## config.mk

```make
export PLATFORM = sky130hd
export DESIGN_NAME = multichannel_slew_rate_limiter_unit
export DESIGN_NICKNAME = d
export VERILOG_FILES = /design/src/hw/rtl/msrl_pkg.sv /design/src/hw/rtl/msrl_ctrl.sv /design/src/hw/rtl/msrl_dp.sv /design/src/hw/rtl/multichannel_slew_rate_limiter_unit.sv
export SDC_FILE = /design/constraint.sdc
export NUM_CORES = 1
export LEC_CHECK = 0
export BUFFER_PORTS_ARGS = -buffer_cell sky130_fd_sc_hd__buf_2
export CORE_ASPECT_RATIO = 0.8
export CORE_MARGIN = 3
export CORE_UTILIZATION = 43
export DETAILED_ROUTE_END_ITERATION = 16
export PLACE_DENSITY_LB_ADDON = 0.15
export SYNTH_ARGS = -nofsm -noshare
export SYNTH_HDL_FRONTEND = slang
export SYNTH_SLANG_ARGS = --single-unit
export TNS_END_PERCENT = 10
```

## constraint.sdc

```tcl
create_clock -name i_clk -period 8.55 [get_ports i_clk]
set_clock_uncertainty 0.1 [all_clocks]
set_input_delay 1.71 -clock i_clk [delete_from_list [all_inputs] [get_ports i_clk]]
set_output_delay 1.71 -clock i_clk [all_outputs]
set_load 0.01 [all_outputs]
```

## src/hw/rtl/msrl_pkg.sv

```systemverilog
// ----------------------------------------------------------------------------
// msrl_pkg
// Shared constants, codes and controller/datapath interface types for the
// multichannel slew rate limiter.
// ----------------------------------------------------------------------------
package msrl_pkg;

    // Port count and derived index width
    localparam int NUM_PORTS = 10;
    localparam int IDX_W     = (NUM_PORTS > 1) ? $clog2(NUM_PORTS) : 1;

    // Fixed field widths
    localparam int CMD_W  = 2;
    localparam int PORT_W = 4;
    localparam int DATA_W = 8;
    localparam int STEP_W = 8;

    // Step size after reset
    localparam logic [STEP_W-1:0] STEP_RESET = STEP_W'(15);

    // Command codes
    localparam logic [CMD_W-1:0] CMD_SET_EN    = 2'd0;
    localparam logic [CMD_W-1:0] CMD_SET_SPEED = 2'd1;
    localparam logic [CMD_W-1:0] CMD_TICK      = 2'd2;

    // Controller -> datapath commands
    typedef struct packed {
        logic wr_enable;   // write enable flag of the requested port
        logic wr_target;   // store target speed of the requested port
        logic wr_drive;    // write drive directly and hold the request for output
        logic clr_idx;     // start a tick sweep at port 0
        logic tick_step;   // slew the current sweep port and load its result
        logic emit;        // load the held direct-drive result
    } t_dp_cmd;

    // Datapath -> controller status
    typedef struct packed {
        logic port_ok;     // requested port is in range
        logic port_en;     // requested port is slew limited
        logic out_free;    // output register can take a result this cycle
        logic idx_last;    // sweep is at the final port
    } t_dp_sts;

endpackage

```

## src/hw/rtl/msrl_ctrl.sv

```systemverilog
// ----------------------------------------------------------------------------
// msrl_ctrl
// Controller: accepts one request at a time, decodes it into datapath
// commands and sequences the per-port tick sweep.
// ----------------------------------------------------------------------------
module msrl_ctrl
    import msrl_pkg::*;
(
    input  logic             i_clk,
    input  logic             i_rst_n,
    input  logic             i_valid,
    input  logic [CMD_W-1:0] i_cmd,
    input  t_dp_sts          i_sts,
    output logic             o_stall,
    output t_dp_cmd          o_cmd
);

    typedef enum logic [1:0] {
        S_IDLE,
        S_EMIT,
        S_TICK
    } t_state;

    t_state r_state;
    t_state n_state;
    logic   accept;

    // Only idle takes a new request
    assign o_stall = (r_state != S_IDLE);
    assign accept  = i_valid && (r_state == S_IDLE);

    // Next state and command decode
    always_comb begin
        n_state = r_state;
        o_cmd   = '0;
        unique case (r_state)
            S_IDLE: begin
                if (accept) begin
                    unique case (i_cmd)
                        CMD_SET_EN: begin
                            o_cmd.wr_enable = i_sts.port_ok;
                        end
                        CMD_SET_SPEED: begin
                            if (i_sts.port_ok) begin
                                if (i_sts.port_en) begin
                                    o_cmd.wr_target = 1'b1;
                                end else begin
                                    o_cmd.wr_drive = 1'b1;
                                    n_state        = S_EMIT;
                                end
                            end
                        end
                        CMD_TICK: begin
                            o_cmd.clr_idx = 1'b1;
                            n_state       = S_TICK;
                        end
                        default: begin
                            // unused code: dropped
                        end
                    endcase
                end
            end
            S_EMIT: begin
                if (i_sts.out_free) begin
                    o_cmd.emit = 1'b1;
                    n_state    = S_IDLE;
                end
            end
            S_TICK: begin
                if (i_sts.out_free) begin
                    o_cmd.tick_step = 1'b1;
                    if (i_sts.idx_last) begin
                        n_state = S_IDLE;
                    end
                end
            end
            default: begin
                n_state = S_IDLE;
            end
        endcase
    end

    // State register
    always_ff @(posedge i_clk) begin
        if (!i_rst_n) begin
            r_state <= S_IDLE;
        end else begin
            r_state <= n_state;
        end
    end

endmodule

```

## src/hw/rtl/msrl_dp.sv

```systemverilog
// ----------------------------------------------------------------------------
// msrl_dp
// Datapath: per-port enable/target/drive tables, step size register,
// shared slew unit, sweep index and the output register.
// ----------------------------------------------------------------------------
module msrl_dp
    import msrl_pkg::*;
(
    input  logic                     i_clk,
    input  logic                     i_rst_n,
    input  logic                     i_cfg_we,
    input  logic [STEP_W-1:0]        i_cfg_wdata,
    input  logic [PORT_W-1:0]        i_port,
    input  logic signed [DATA_W-1:0] i_speed,
    input  logic                     i_enable,
    input  logic                     i_stall,
    input  t_dp_cmd                  i_cmd,
    output t_dp_sts                  o_sts,
    output logic                     o_valid,
    output logic [PORT_W-1:0]        o_out_port,
    output logic signed [DATA_W-1:0] o_drive,
    output logic                     o_last
);

    logic                     r_enabled [NUM_PORTS];
    logic signed [DATA_W-1:0] r_target  [NUM_PORTS];
    logic signed [DATA_W-1:0] r_drv     [NUM_PORTS];
    logic [STEP_W-1:0]        r_step;
    logic [IDX_W-1:0]         r_idx;
    logic [PORT_W-1:0]        r_port;
    logic signed [DATA_W-1:0] r_speed;

    logic                     r_ov;
    logic [PORT_W-1:0]        r_op;
    logic signed [DATA_W-1:0] r_od;
    logic                     r_ol;

    logic [IDX_W-1:0]         in_idx;
    logic signed [DATA_W:0]   diff;
    logic [DATA_W:0]          mag;
    logic signed [DATA_W+1:0] step_s;
    logic signed [DATA_W+1:0] moved;
    logic signed [DATA_W-1:0] slewed;
    logic signed [DATA_W-1:0] tick_val;

    // Request decode status
    assign in_idx         = IDX_W'(i_port);
    assign o_sts.port_ok  = (int'(i_port) < NUM_PORTS);
    assign o_sts.port_en  = r_enabled[in_idx];
    assign o_sts.out_free = !r_ov || !i_stall;
    assign o_sts.idx_last = (r_idx == IDX_W'(NUM_PORTS - 1));

    // Slew unit for the sweep port
    always_comb begin
        diff   = (DATA_W+1)'(r_target[r_idx]) - (DATA_W+1)'(r_drv[r_idx]);
        mag    = diff[DATA_W] ? (DATA_W+1)'(-diff) : $unsigned(diff);
        step_s = $signed({2'b00, r_step});
        if ({1'b0, mag} > $unsigned(step_s)) begin
            if (diff[DATA_W]) begin
                moved = (DATA_W+2)'(r_drv[r_idx]) - step_s;
            end else begin
                moved = (DATA_W+2)'(r_drv[r_idx]) + step_s;
            end
            slewed = moved[DATA_W-1:0];
        end else begin
            moved  = (DATA_W+2)'(r_target[r_idx]);
            slewed = r_target[r_idx];
        end
        tick_val = r_enabled[r_idx] ? slewed : r_drv[r_idx];
    end

    // Tables and step size
    always_ff @(posedge i_clk) begin
        if (!i_rst_n) begin
            r_step <= STEP_RESET;
            for (int i = 0; i < NUM_PORTS; i++) begin
                r_enabled[i] <= 1'b1;
                r_target[i]  <= '0;
                r_drv[i]     <= '0;
            end
        end else begin
            if (i_cfg_we) begin
                r_step <= i_cfg_wdata;
            end
            if (i_cmd.wr_enable) begin
                r_enabled[in_idx] <= i_enable;
            end
            if (i_cmd.wr_target) begin
                r_target[in_idx] <= i_speed;
            end
            if (i_cmd.wr_drive) begin
                r_drv[in_idx] <= i_speed;
            end
            if (i_cmd.tick_step) begin
                r_drv[r_idx] <= tick_val;
            end
        end
    end

    // Sweep index and held direct-drive request
    always_ff @(posedge i_clk) begin
        if (i_cmd.clr_idx) begin
            r_idx <= '0;
        end else if (i_cmd.tick_step) begin
            r_idx <= r_idx + IDX_W'(1);
        end
        if (i_cmd.wr_drive) begin
            r_port  <= i_port;
            r_speed <= i_speed;
        end
    end

    // Output register
    always_ff @(posedge i_clk) begin
        if (!i_rst_n) begin
            r_ov <= 1'b0;
        end else if (i_cmd.tick_step || i_cmd.emit) begin
            r_ov <= 1'b1;
        end else if (!i_stall) begin
            r_ov <= 1'b0;
        end
    end

    always_ff @(posedge i_clk) begin
        if (i_cmd.tick_step) begin
            r_op <= PORT_W'(r_idx);
            r_od <= tick_val;
            r_ol <= o_sts.idx_last;
        end else if (i_cmd.emit) begin
            r_op <= r_port;
            r_od <= r_speed;
            r_ol <= 1'b1;
        end
    end

    assign o_valid    = r_ov;
    assign o_out_port = r_op;
    assign o_drive    = r_od;
    assign o_last     = r_ol;

endmodule

```

## src/hw/rtl/multichannel_slew_rate_limiter_unit.sv

```systemverilog
// ----------------------------------------------------------------------------
// multichannel_slew_rate_limiter_unit
// Per-port enable/target/drive store with a slew limited tick sweep.
// ----------------------------------------------------------------------------
//  channel  direction  handshake             payload
//  in       request    i_valid / o_stall     i_cmd, i_port, i_speed, i_enable
//  out      result     o_valid / i_stall     o_out_port, o_drive, o_last
//  cfg      write      i_cfg_we              i_cfg_wdata (step size)
//
//  Set enable, set speed on an enabled port, unused codes: complete on acceptance in idle.
//  Set speed on a disabled port: one result, loaded from the emit state.
//  Tick: one port per cycle through the shared slew unit while the output can take a result.
//  Output stalls add cycles only when the output register is still full.
//  Reset is synchronous; tables restore at once, no clearing pass.
// ----------------------------------------------------------------------------
module multichannel_slew_rate_limiter_unit
    import msrl_pkg::*;
(
    input  logic                     i_clk,
    input  logic                     i_rst_n,
    input  logic                     i_cfg_we,
    input  logic [STEP_W-1:0]        i_cfg_wdata,
    input  logic                     i_valid,
    output logic                     o_stall,
    input  logic [CMD_W-1:0]         i_cmd,
    input  logic [PORT_W-1:0]        i_port,
    input  logic signed [DATA_W-1:0] i_speed,
    input  logic                     i_enable,
    output logic                     o_valid,
    input  logic                     i_stall,
    output logic [PORT_W-1:0]        o_out_port,
    output logic signed [DATA_W-1:0] o_drive,
    output logic                     o_last
);

    t_dp_cmd dp_cmd;
    t_dp_sts dp_sts;

    // Sequencer
    msrl_ctrl u_ctrl (
        .i_clk   (i_clk),
        .i_rst_n (i_rst_n),
        .i_valid (i_valid),
        .i_cmd   (i_cmd),
        .i_sts   (dp_sts),
        .o_stall (o_stall),
        .o_cmd   (dp_cmd)
    );

    // Tables, slew unit and output register
    msrl_dp u_dp (
        .i_clk       (i_clk),
        .i_rst_n     (i_rst_n),
        .i_cfg_we    (i_cfg_we),
        .i_cfg_wdata (i_cfg_wdata),
        .i_port      (i_port),
        .i_speed     (i_speed),
        .i_enable    (i_enable),
        .i_stall     (i_stall),
        .i_cmd       (dp_cmd),
        .o_sts       (dp_sts),
        .o_valid     (o_valid),
        .o_out_port  (o_out_port),
        .o_drive     (o_drive),
        .o_last      (o_last)
    );

    // An accepted tick keeps the request side busy for the sweep
    a_tick_busy: assert property (@(posedge i_clk) disable iff (!i_rst_n)
        (i_valid && !o_stall && i_cmd == CMD_TICK) |=> o_stall)
        else $error("tick accepted but sequencer not busy");

    // A result for the final port always carries the last tag
    a_last_port: assert property (@(posedge i_clk) disable iff (!i_rst_n)
        (o_valid && !o_last) |-> (o_out_port != PORT_W'(NUM_PORTS - 1)))
        else $error("non-last result on final port");

    // The output register is loaded only while the controller is busy
    a_load_busy: assert property (@(posedge i_clk) disable iff (!i_rst_n)
        (dp_cmd.tick_step || dp_cmd.emit) |-> o_stall)
        else $error("result loaded while idle");

    // Sweep and direct-drive loads never coincide, nor do drive and target writes
    a_one_load: assert property (@(posedge i_clk) disable iff (!i_rst_n)
        !(dp_cmd.tick_step && dp_cmd.emit) && !(dp_cmd.wr_drive && dp_cmd.wr_target))
        else $error("conflicting datapath commands");

endmodule
```

After elaboration in Yosys (flattened, before gate mapping)
Memories as Yosys holds them, arrays and structs flattened. A register that Yosys moved wholly into a read port is not among the register bits. Index checks and enable logic that the tools add are counted.

Muxes and demuxes: 62. Reduce and logical (&&, ||, !) cells: 14. Add/sub/neg operators: 5. Order comparisons: 2. Eq/ne operators: 13.

Operator list (count): two-way mux 8 bit (8); two-way mux 4 bit (14); two-way mux 1 bit (29); OR reduction 8 bit (3); two-way mux 2 bit (8); > comparator 9 x 8 -> 1 bit (1); two-way mux 9 bit (1); negator 9 bit (1); subtractor 8 x 8 -> 9 bit (1); adder 8 bit (1); subtractor 8 bit (1); AND reduction 7 bit (1); inequality test 2 bit (second input constant) (3); inequality test 3 bit (second input constant) (2); one-hot mux 2 bit (3 select lines) (1); adder 4 x 1 -> 4 bit (second input constant) (1); equality test 2 x 1 -> 1 bit (second input constant) (2); equality test 2 bit (second input constant) (2); equality test 4 bit (second input constant) (1); zero test 2 bit (2); < comparator 4 bit (second input constant) (1); inequality test 2 x 1 -> 1 bit (second input constant) (2); one-hot mux 2 bit (2 select lines) (1); nonzero test 2 bit (2); 5 further kinds (7).

Output and inout bits: 15. Flip-flop bits (word level): 40. Bits in writable memories: 170. Memories: 3.

Memories: u_dp.r_drv (words 10, width 8, rd ports 1, clocked after memory_dff 1, write ports 10, line msrl_dp.sv:27) `logic signed [DATA_W-1:0] r_drv [NUM_PORTS];`; u_dp.r_target (words 10, width 8, rd ports 1, clocked after memory_dff 1, write ports 10, line msrl_dp.sv:26) `logic signed [DATA_W-1:0] r_target [NUM_PORTS];`; u_dp.r_enabled (words 10, width 1, rd ports 2, clocked after memory_dff 1, write ports 10, line msrl_dp.sv:25) `logic r_enabled [NUM_PORTS];`.

Logic depth before layout (Yosys ltp)
Gate-level depths: netlist of the first run. An unclocked memory read counts as a cell.

Depth in word-level cells: 12. Mapped depth: 29. Mapped depth without buffers: 24.

By module
A second synthesis of the first run with hierarchy kept.

Cells, all modules: 1362. Area total of the unflattened synthesis: 16892.5 um^2.

Modules (own cells, without submodules): msrl_dp (seq. area each 9258.9 um^2, area an instance 16737.3 um^2, instances 1, cells an instance 1340); msrl_ctrl (seq. area each 40.0 um^2, area an instance 155.1 um^2, instances 1, cells an instance 22).

Worst setup path before layout of the first run
Ideal clock, no wire load.

Path type: flip-flop to flip-flop. Start point: reg with a tool-made name. End point: mem u_dp.r_drv[10][2], data pin. Setup slack: 1.943 ns. Required time: 8.183 ns. Buffers on the path: 6. Clock period less this slack: 6.607 ns. Arrival time: 6.239 ns. Cell stages (with the launch flop): 26. Setup time: 0.267 ns. Path through: dfxtp_1 buf_2 buf_6 buf_6 buf_2 mux4_2 mux4_2 inv_1 ha_1 and3_1 a41o_1 o31ai_1 clkbuf_1 nand2_1 xnor2_1 ha_1 a21o_1 a21o_1 a21o_1 a221oi_1 a41oi_1 a21oi_4 mux2_4 a222oi_1 buf_4 inv_1.

RTL lines (line): to (decl) (msrl_dp.sv:27).

==> flow_summary_export.csv, run 1 <==
group,metric,value,unit
run_status,status,"finished clean",
logic_synthesis,yosys.area_share.adder,0.0280,
detailed_routing,avgRoutedWirePerCell,22.9,µm
power,p_sw_frac,0.322,
clocking,insertion_delay,0.53,ns
power,p_leak,0.00587,µW
global_routing,grt_antenna_before_repair,0,
global_routing,grt_usage,0.204,
global_routing,overflow,0,
critical_path,worst-path-max-fanout,46,
global_routing,grt_max_degree,48,
logic_synthesis,postSynth.asyncResetShare,0,
detailed_routing,ant_nets,0,
logic_synthesis,synth_top_family_by_area,"multiplexers",
logic_synthesis,postSynthCellCount,1038,
min_path,min_path_type,"reg -> reg",
clocking,clk_pin_slew,0.06,ns
floorplanning,start_util,0.439,
logic_synthesis,synth.most_common_cell,"edfxtp_1",
cells_and_area,antennaDiodeCount,0,
floorplanning,die_area,36800,µm²
clocking,clock-sinks,316,
sta,maxSlewViolCount,0,
power,p_sw,1580,µW
logic_synthesis,ys_warn_count,0,
power,power_frac_seq,0.372,
placed_design,place_congestion,0.790,
detailed_routing,routed_via_density,5.62,
critical_path,end_kind,"register",
critical_path,arrival,7.14,ns
clocking,post_cts_resized,0,
global_routing,grt_pass1_wl,54.9,mm
clocking,post_cts_buffers,0,
logic_synthesis,ys_seq_area_frac,0.627,
detailed_routing,drtPass1Iterations,5,
sta,rsz0062_at_grt,"false",
floorplanning,die_w,214,µm
critical_path,cp-start-kind,"register",
logic_synthesis,synth_xor_area_frac,0.0165,
sta,fin_crit_sh,0.821,
job,max_cap_viol_count,0,
cells_and_area,layout.nets,1195,
power,clkPwrFrac,0.289,
clocking,htreeDepth,2,
floorplanning,die_h,172,µm
sta,tns,0,ns
placed_design,place_ws,1.52,ns
logic_synthesis,yosysTopAreaCellShare,0.601,
clocking,cts_tree,"built",
power,ir_worst_vdd,211,µV
logic_synthesis,synth_commonest_cells,"edfxtp_1, nor2_1, mux4_2",
sta,setup_viol,0,
placed_design,hpwl,24.8,mm
logic_synthesis,syn_area,14800,µm²
detailed_routing,vias,8963,
detailed_routing,post-route-drc-count,0,
logic_synthesis,synth_top_area_cell,"edfxtp_1",
floorplanning,rows,60,
floorplanning,core_area,33800,µm²
global_routing,grt_pass1_vias,8613,
logic_synthesis,avgSynthCellArea,14.3,µm²
sta,setup_slack,1.53,ns
sta,fmax,142,MHz
logic_synthesis,synth_edf_count,297,
logic_synthesis,ys_ff_latch,316,
detailed_routing,wirelength,36.6,mm
cells_and_area,syn_to_final_growth,13.0,%
placed_design,io_buffer_count,42,
sta,min_period,7.02,ns
clocking,clockBufferDepth,3,
sta,max-slew-margin-rel,0.117,
logic_synthesis,synth_compound_area_frac,0.0462,
logic_synthesis,synthTopCellsByArea,"edfxtp_1, mux4_2, nor2_1",
logic_synthesis,muxShareOfSynthArea,0.148,
logic_synthesis,synthSimpleGateAreaFrac,0.103,
clocking,cts_hold_buf,0,
floorplanning,ios,43,
detailed_routing,drtIter0Drc,1005,
logic_synthesis,synthFlopType,"edfxtp_1",
critical_path,criticalPathCategory,"reg -> reg",
sta,final-hold-violation-count,0,
clocking,cts-root-buf,"clkbuf_16",
power,combPwrFrac,0.339,
sta,tightestPinTransition,1.32,ns
cells_and_area,drive_gt1_frac,0.185,
logic_synthesis,synth_cell_types,60,
power,internal-power,3320,µW
critical_path,crit_required,8.67,ns
clocking,cts_inserted_buffers,34,
power,powerDensity,292,nW/µm²
-- worst max-delay path, cell delays in order (launching register included) --
cell and delay, ns:
dfxtp_4 0.65, buf_12 0.41, mux4_2 0.61, mux4_2 0.60
ha_1 0.39, or3b_2 0.49, o31ai_1 0.25, buf_4 0.24
nand2_1 0.09, xnor2_1 0.15, ha_1 0.33, a21o_1 0.18
a21o_1 0.17, a21o_1 0.16, a221oi_1 0.32, a41oi_1 0.12
a21oi_4 0.38, mux2i_1 0.35, o21a_1 0.44, inv_1 0.21
-- final cells by class --
class | instances | area, µm²
fillers | 2928 | 17000
flip-flops and latches | 316 | 9310
multi-input cells | 670 | 5270
clock buffers | 43 | 906
well taps | 434 | 543
repair buffers | 65 | 395
inverters | 48 | 180
clock inverters | 19 | 161
-- per-layer routing --
metal	track usage	vias up	share of wire
met5	0	-	0
met4	0.0520	0	0.018
met3	0.0352	46	0.063
met2	0.301	276	0.44
met1	0.316	4609	0.48
li1	-	4032	-
-- worst paths after layout --
check,start,end,slack [ns],cells after the start
max,register,u_dp.r_drv[13][3]$_DFFE_PP_,1.53,19
min,u_dp.r_port[3]$_DFFE_PP_,u_dp.o_out_port[3]$_DFFE_PP_,0.41,2
max reg2reg,register,u_dp.r_drv[13][3]$_DFFE_PP_,1.53,19
min reg2reg,u_dp.r_port[3]$_DFFE_PP_,u_dp.o_out_port[3]$_DFFE_PP_,0.41,2
-- state kept, by name (all words and copies together), names as in the netlist, named ones only --
name / flops
u_dp.r_idx: 4
u_dp.o_drive: 8
u_dp.r_enabled: 16
u_dp.r_speed: 8
u_dp.r_port: 4
u_dp.o_out_port: 4
u_dp.o_last: 1
u_dp.o_valid: 1
u_dp.r_drv: 128
u_dp.r_target: 128
u_dp.r_step: 8
u_ctrl.r_state: 2
-- cell families (layout without fill, tap and decap cells) --
kind of cell | Yosys count | in the layout
other cells | 1 | 54
simple gates | 339 | 339
fa+ha+maj | 32 | 32
xor+xnor | 28 | 28
flops | 316 | 316
compound gates | 107 | 107
mux | 110 | 110
buf+inv | 105 | 175
-- cell usage in the layout (no fill, tap or decap), types with 12 or more instances in the layout --
master     instances
nand2_1           86
mux2i_1           20
buf_2             42
dfxtp_1           17
ha_1              30
conb_1            54
clkbuf_16         35
nor2b_1           15
and3_1            21
nor2_1           155
xnor2_1           23
edfxtp_1         297
a21oi_1           18
and2_1            12
nand3_1           19
o21ai_0           33
inv_1             47
mux4_2            87
buf_4             22
-- through the flow --
| step | std cells | util | instance area (µm²) | power [µW] | hold slack [ns] |
|---|---|---|---|---|---|
| after floorplan | 1091 | - | 15000 | 3120 | 0.391 |
| after global placement | 1533 | 0.465 | 15700 | 3520 | 0.408 |
| after detailed placement | 1533 | 0.465 | 15700 | 3520 | 0.406 |
| after CTS | 1595 | 0.496 | 16800 | 4950 | 0.417 |
| after global routing | 1595 | 0.496 | 16800 | 5150 | 0.434 |
| final | 1595 | 0.496 | 16800 | 4900 | 0.413 |
-- power by group through the flow --
| stage | clock network (µW) | logic [µW] | registers (µW) |
|---|---|---|---|
| 2_1_floorplan | 0 | 1320 | 1790 |
| 5_1_grt | 1500 | 1820 | 1830 |
| 3_5_place_dp | 0 | 1660 | 1860 |
| 6_report | 1420 | 1660 | 1820 |
| 3_3_place_gp | 0 | 1670 | 1860 |
| 4_1_cts | 1450 | 1670 | 1830 |
(Power assumes the default switching activity.)
==> run 2: changes to the inputs <==
- clock period: 8.55 -> 7.1 ns (I/O delays scaled with it)
==> flow_summary_export.csv, run 2 (synthesis results as in run 1) <==
group,metric,value,unit
power,ir_worst_vdd,232,µV
clocking,clk_pin_slew,0.06,ns
global_routing,grt_pass1_wl,56.3,mm
placed_design,place_congestion,0.801,
clocking,cts_tree,"built",
clocking,htreeDepth,2,
detailed_routing,vias,9054,
detailed_routing,avgRoutedWirePerCell,23.5,µm
placed_design,place_inst,1542,
sta,max-slew-margin-rel,0.197,
critical_path,r2r-end,"u_dp.r_drv[15][2]$_DFFE_PP_",
cells_and_area,layout.cells.non_filler,1606,
clocking,clockBufferDepth,3,
clocking,cts_hold_buf,0,
power,powerDensity,353,nW/µm²
power,p_leak,0.00592,µW
run_status,status,"finished clean",
critical_path,ff2ff_setup_slack,0.44,ns
min_path,holdCritStartpoint,"u_dp.r_port[0]$_DFFE_PP_",
floorplanning,rows,60,
min_path,min_path_type,"reg -> reg",
placed_design,io_buffer_count,42,
floorplanning,ios,43,
detailed_routing,drtPass1Iterations,5,
floorplanning,die_h,172,µm
cells_and_area,drive_gt1_frac,0.195,
min_path,holdPathEnd,"u_dp.o_out_port[0]$_DFFE_PP_",
cells_and_area,syn_to_final_growth,13.6,%
global_routing,grt_max_degree,31,
clocking,post_cts_buffers,0,
critical_path,cp-start-kind,"register",
detailed_routing,post-route-drc-count,0,
clocking,clock-sinks,316,
critical_path,worst-path-max-fanout,30,
job,max_cap_viol_count,0,
cells_and_area,fill_cells,2929,
sta,rsz0062_at_grt,"false",
cells_and_area,top_regs,"u_dp.r_drv: 128 flops, u_dp.r_target: 128 flops, u_dp.r_enabled: 16 flops",
sta,final-hold-violation-count,0,
cells_and_area,layout.nets,1205,
global_routing,grt_usage,0.209,
floorplanning,die_w,214,µm
global_routing,grt_antenna_before_repair,1,
detailed_routing,wirelength,37.7,mm
sta,fin_crit_sh,0.938,
sta,tns,0,ns
clocking,insertion_delay,0.53,ns
detailed_routing,drtIter0Drc,921,
sta,tightestPinTransition,1.20,ns
floorplanning,start_util,0.439,
clocking,post_cts_resized,0,
sta,maxSlewViolCount,0,
sta,min_period,6.66,ns
detailed_routing,ant_nets,0,
clocking,cts_inserted_buffers,35,
critical_path,crit_required,7.24,ns
critical_path,r2r_cells,22,
global_routing,overflow,0,
critical_path,arrival,6.80,ns
sta,fmax,150,MHz
detailed_routing,routed_via_density,5.64,
cells_and_area,antennaDiodeCount,0,
clocking,cts-root-buf,"clkbuf_16",
cells_and_area,final_cell_mix,"edfxtp_1, nor2_1, mux4_2",
floorplanning,die_area,36800,µm²
placed_design,hpwl,25.9,mm
cells_and_area,layout.cells.most_common,"edfxtp_1",
floorplanning,core_area,33800,µm²
critical_path,criticalPathCategory,"reg -> reg",
critical_path,end_kind,"register",
global_routing,grt_pass1_vias,8803,
sta,setup_viol,0,
placed_design,place_ws,0.486,ns
min_path,hold_path_depth,2,
sta,setup_slack,0.439,ns
-- run 2: cell count changes in the layout (fill, tap and decap cells not counted), moves of 2 or more --
cell / delta
clkbuf_1: -2
buf_4: +6
buf_12: +3
clkinv_2: +6
inv_6: +2
-- run 2: critical path, cell delays in order, from the launching register on --
cell	delay, ns
dfxtp_4	0.47
buf_12	0.29
buf_4	0.18
mux4_2	0.49
mux4_2	0.61
ha_1	0.43
and3_1	0.22
a41o_1	0.22
o31ai_1	0.33
buf_4	0.26
nand2_1	0.08
xnor2_1	0.13
ha_1	0.20
a21o_1	0.15
a21o_1	0.17
a21o_1	0.17
a221oi_1	0.29
a41oi_1	0.11
a21oi_4	0.39
mux2_4	0.36
a222oi_1	0.31
buf_4	0.25
inv_1	0.14
-- run 2: final cells by class --
class	count	area (µm²)	area share
repair buffers	74	500	0.0297
clock inverters	23	143	0.00847
clock buffers	41	898	0.0533
inverters	48	180	0.0107
well taps	434	543	0.0322
multi-input cells	670	5270	0.313
flip-flops and latches	316	9310	0.553
-- run 2: routing by layer --
metal / up-vias / GRT usage / share of wire
met1: 4628 / 0.321 / 0.47
li1: 4059 / - / -
met5: - / 0 / 0
met3: 55 / 0.0419 / 0.069
met4: 0 / 0.0592 / 0.027
met2: 312 / 0.306 / 0.43
-- run 2: worst max-delay path by stage --
stage	start	end	cells after the start
floorplan	register	u_dp.r_drv[10][2]$_DFFE_PP_	25
global placement	register	u_dp.r_drv[12][2]$_DFFE_PP_	22
detailed placement	register	u_dp.r_drv[15][2]$_DFFE_PP_	22
CTS	register	u_dp.r_drv[15][2]$_DFFE_PP_	22
global route	register	u_dp.r_drv[15][2]$_DFFE_PP_	22
finish	register	u_dp.r_drv[15][2]$_DFFE_PP_	22
-- run 2: report_power, final --
group / total, µW / internal, µW / switching, µW
sequential: 2170 / 2100 / 66.9
clock: 1690 / 946 / 740
combinational: 2080 / 954 / 1130
-- run 2: metrics by stage --
stage / hold slack [ns] / total power (µW) / utilization / area (µm²)
4_1_cts: 0.431 / 5980 / 0.498 / 16800
3_5_place_dp: 0.416 / 4280 / 0.468 / 15800
6_report: 0.425 / 5940 / 0.498 / 16800
2_1_floorplan: 0.391 / 3750 / - / 15000
3_3_place_gp: 0.410 / 4280 / 0.468 / 15800
5_1_grt: 0.451 / 6260 / 0.498 / 16800
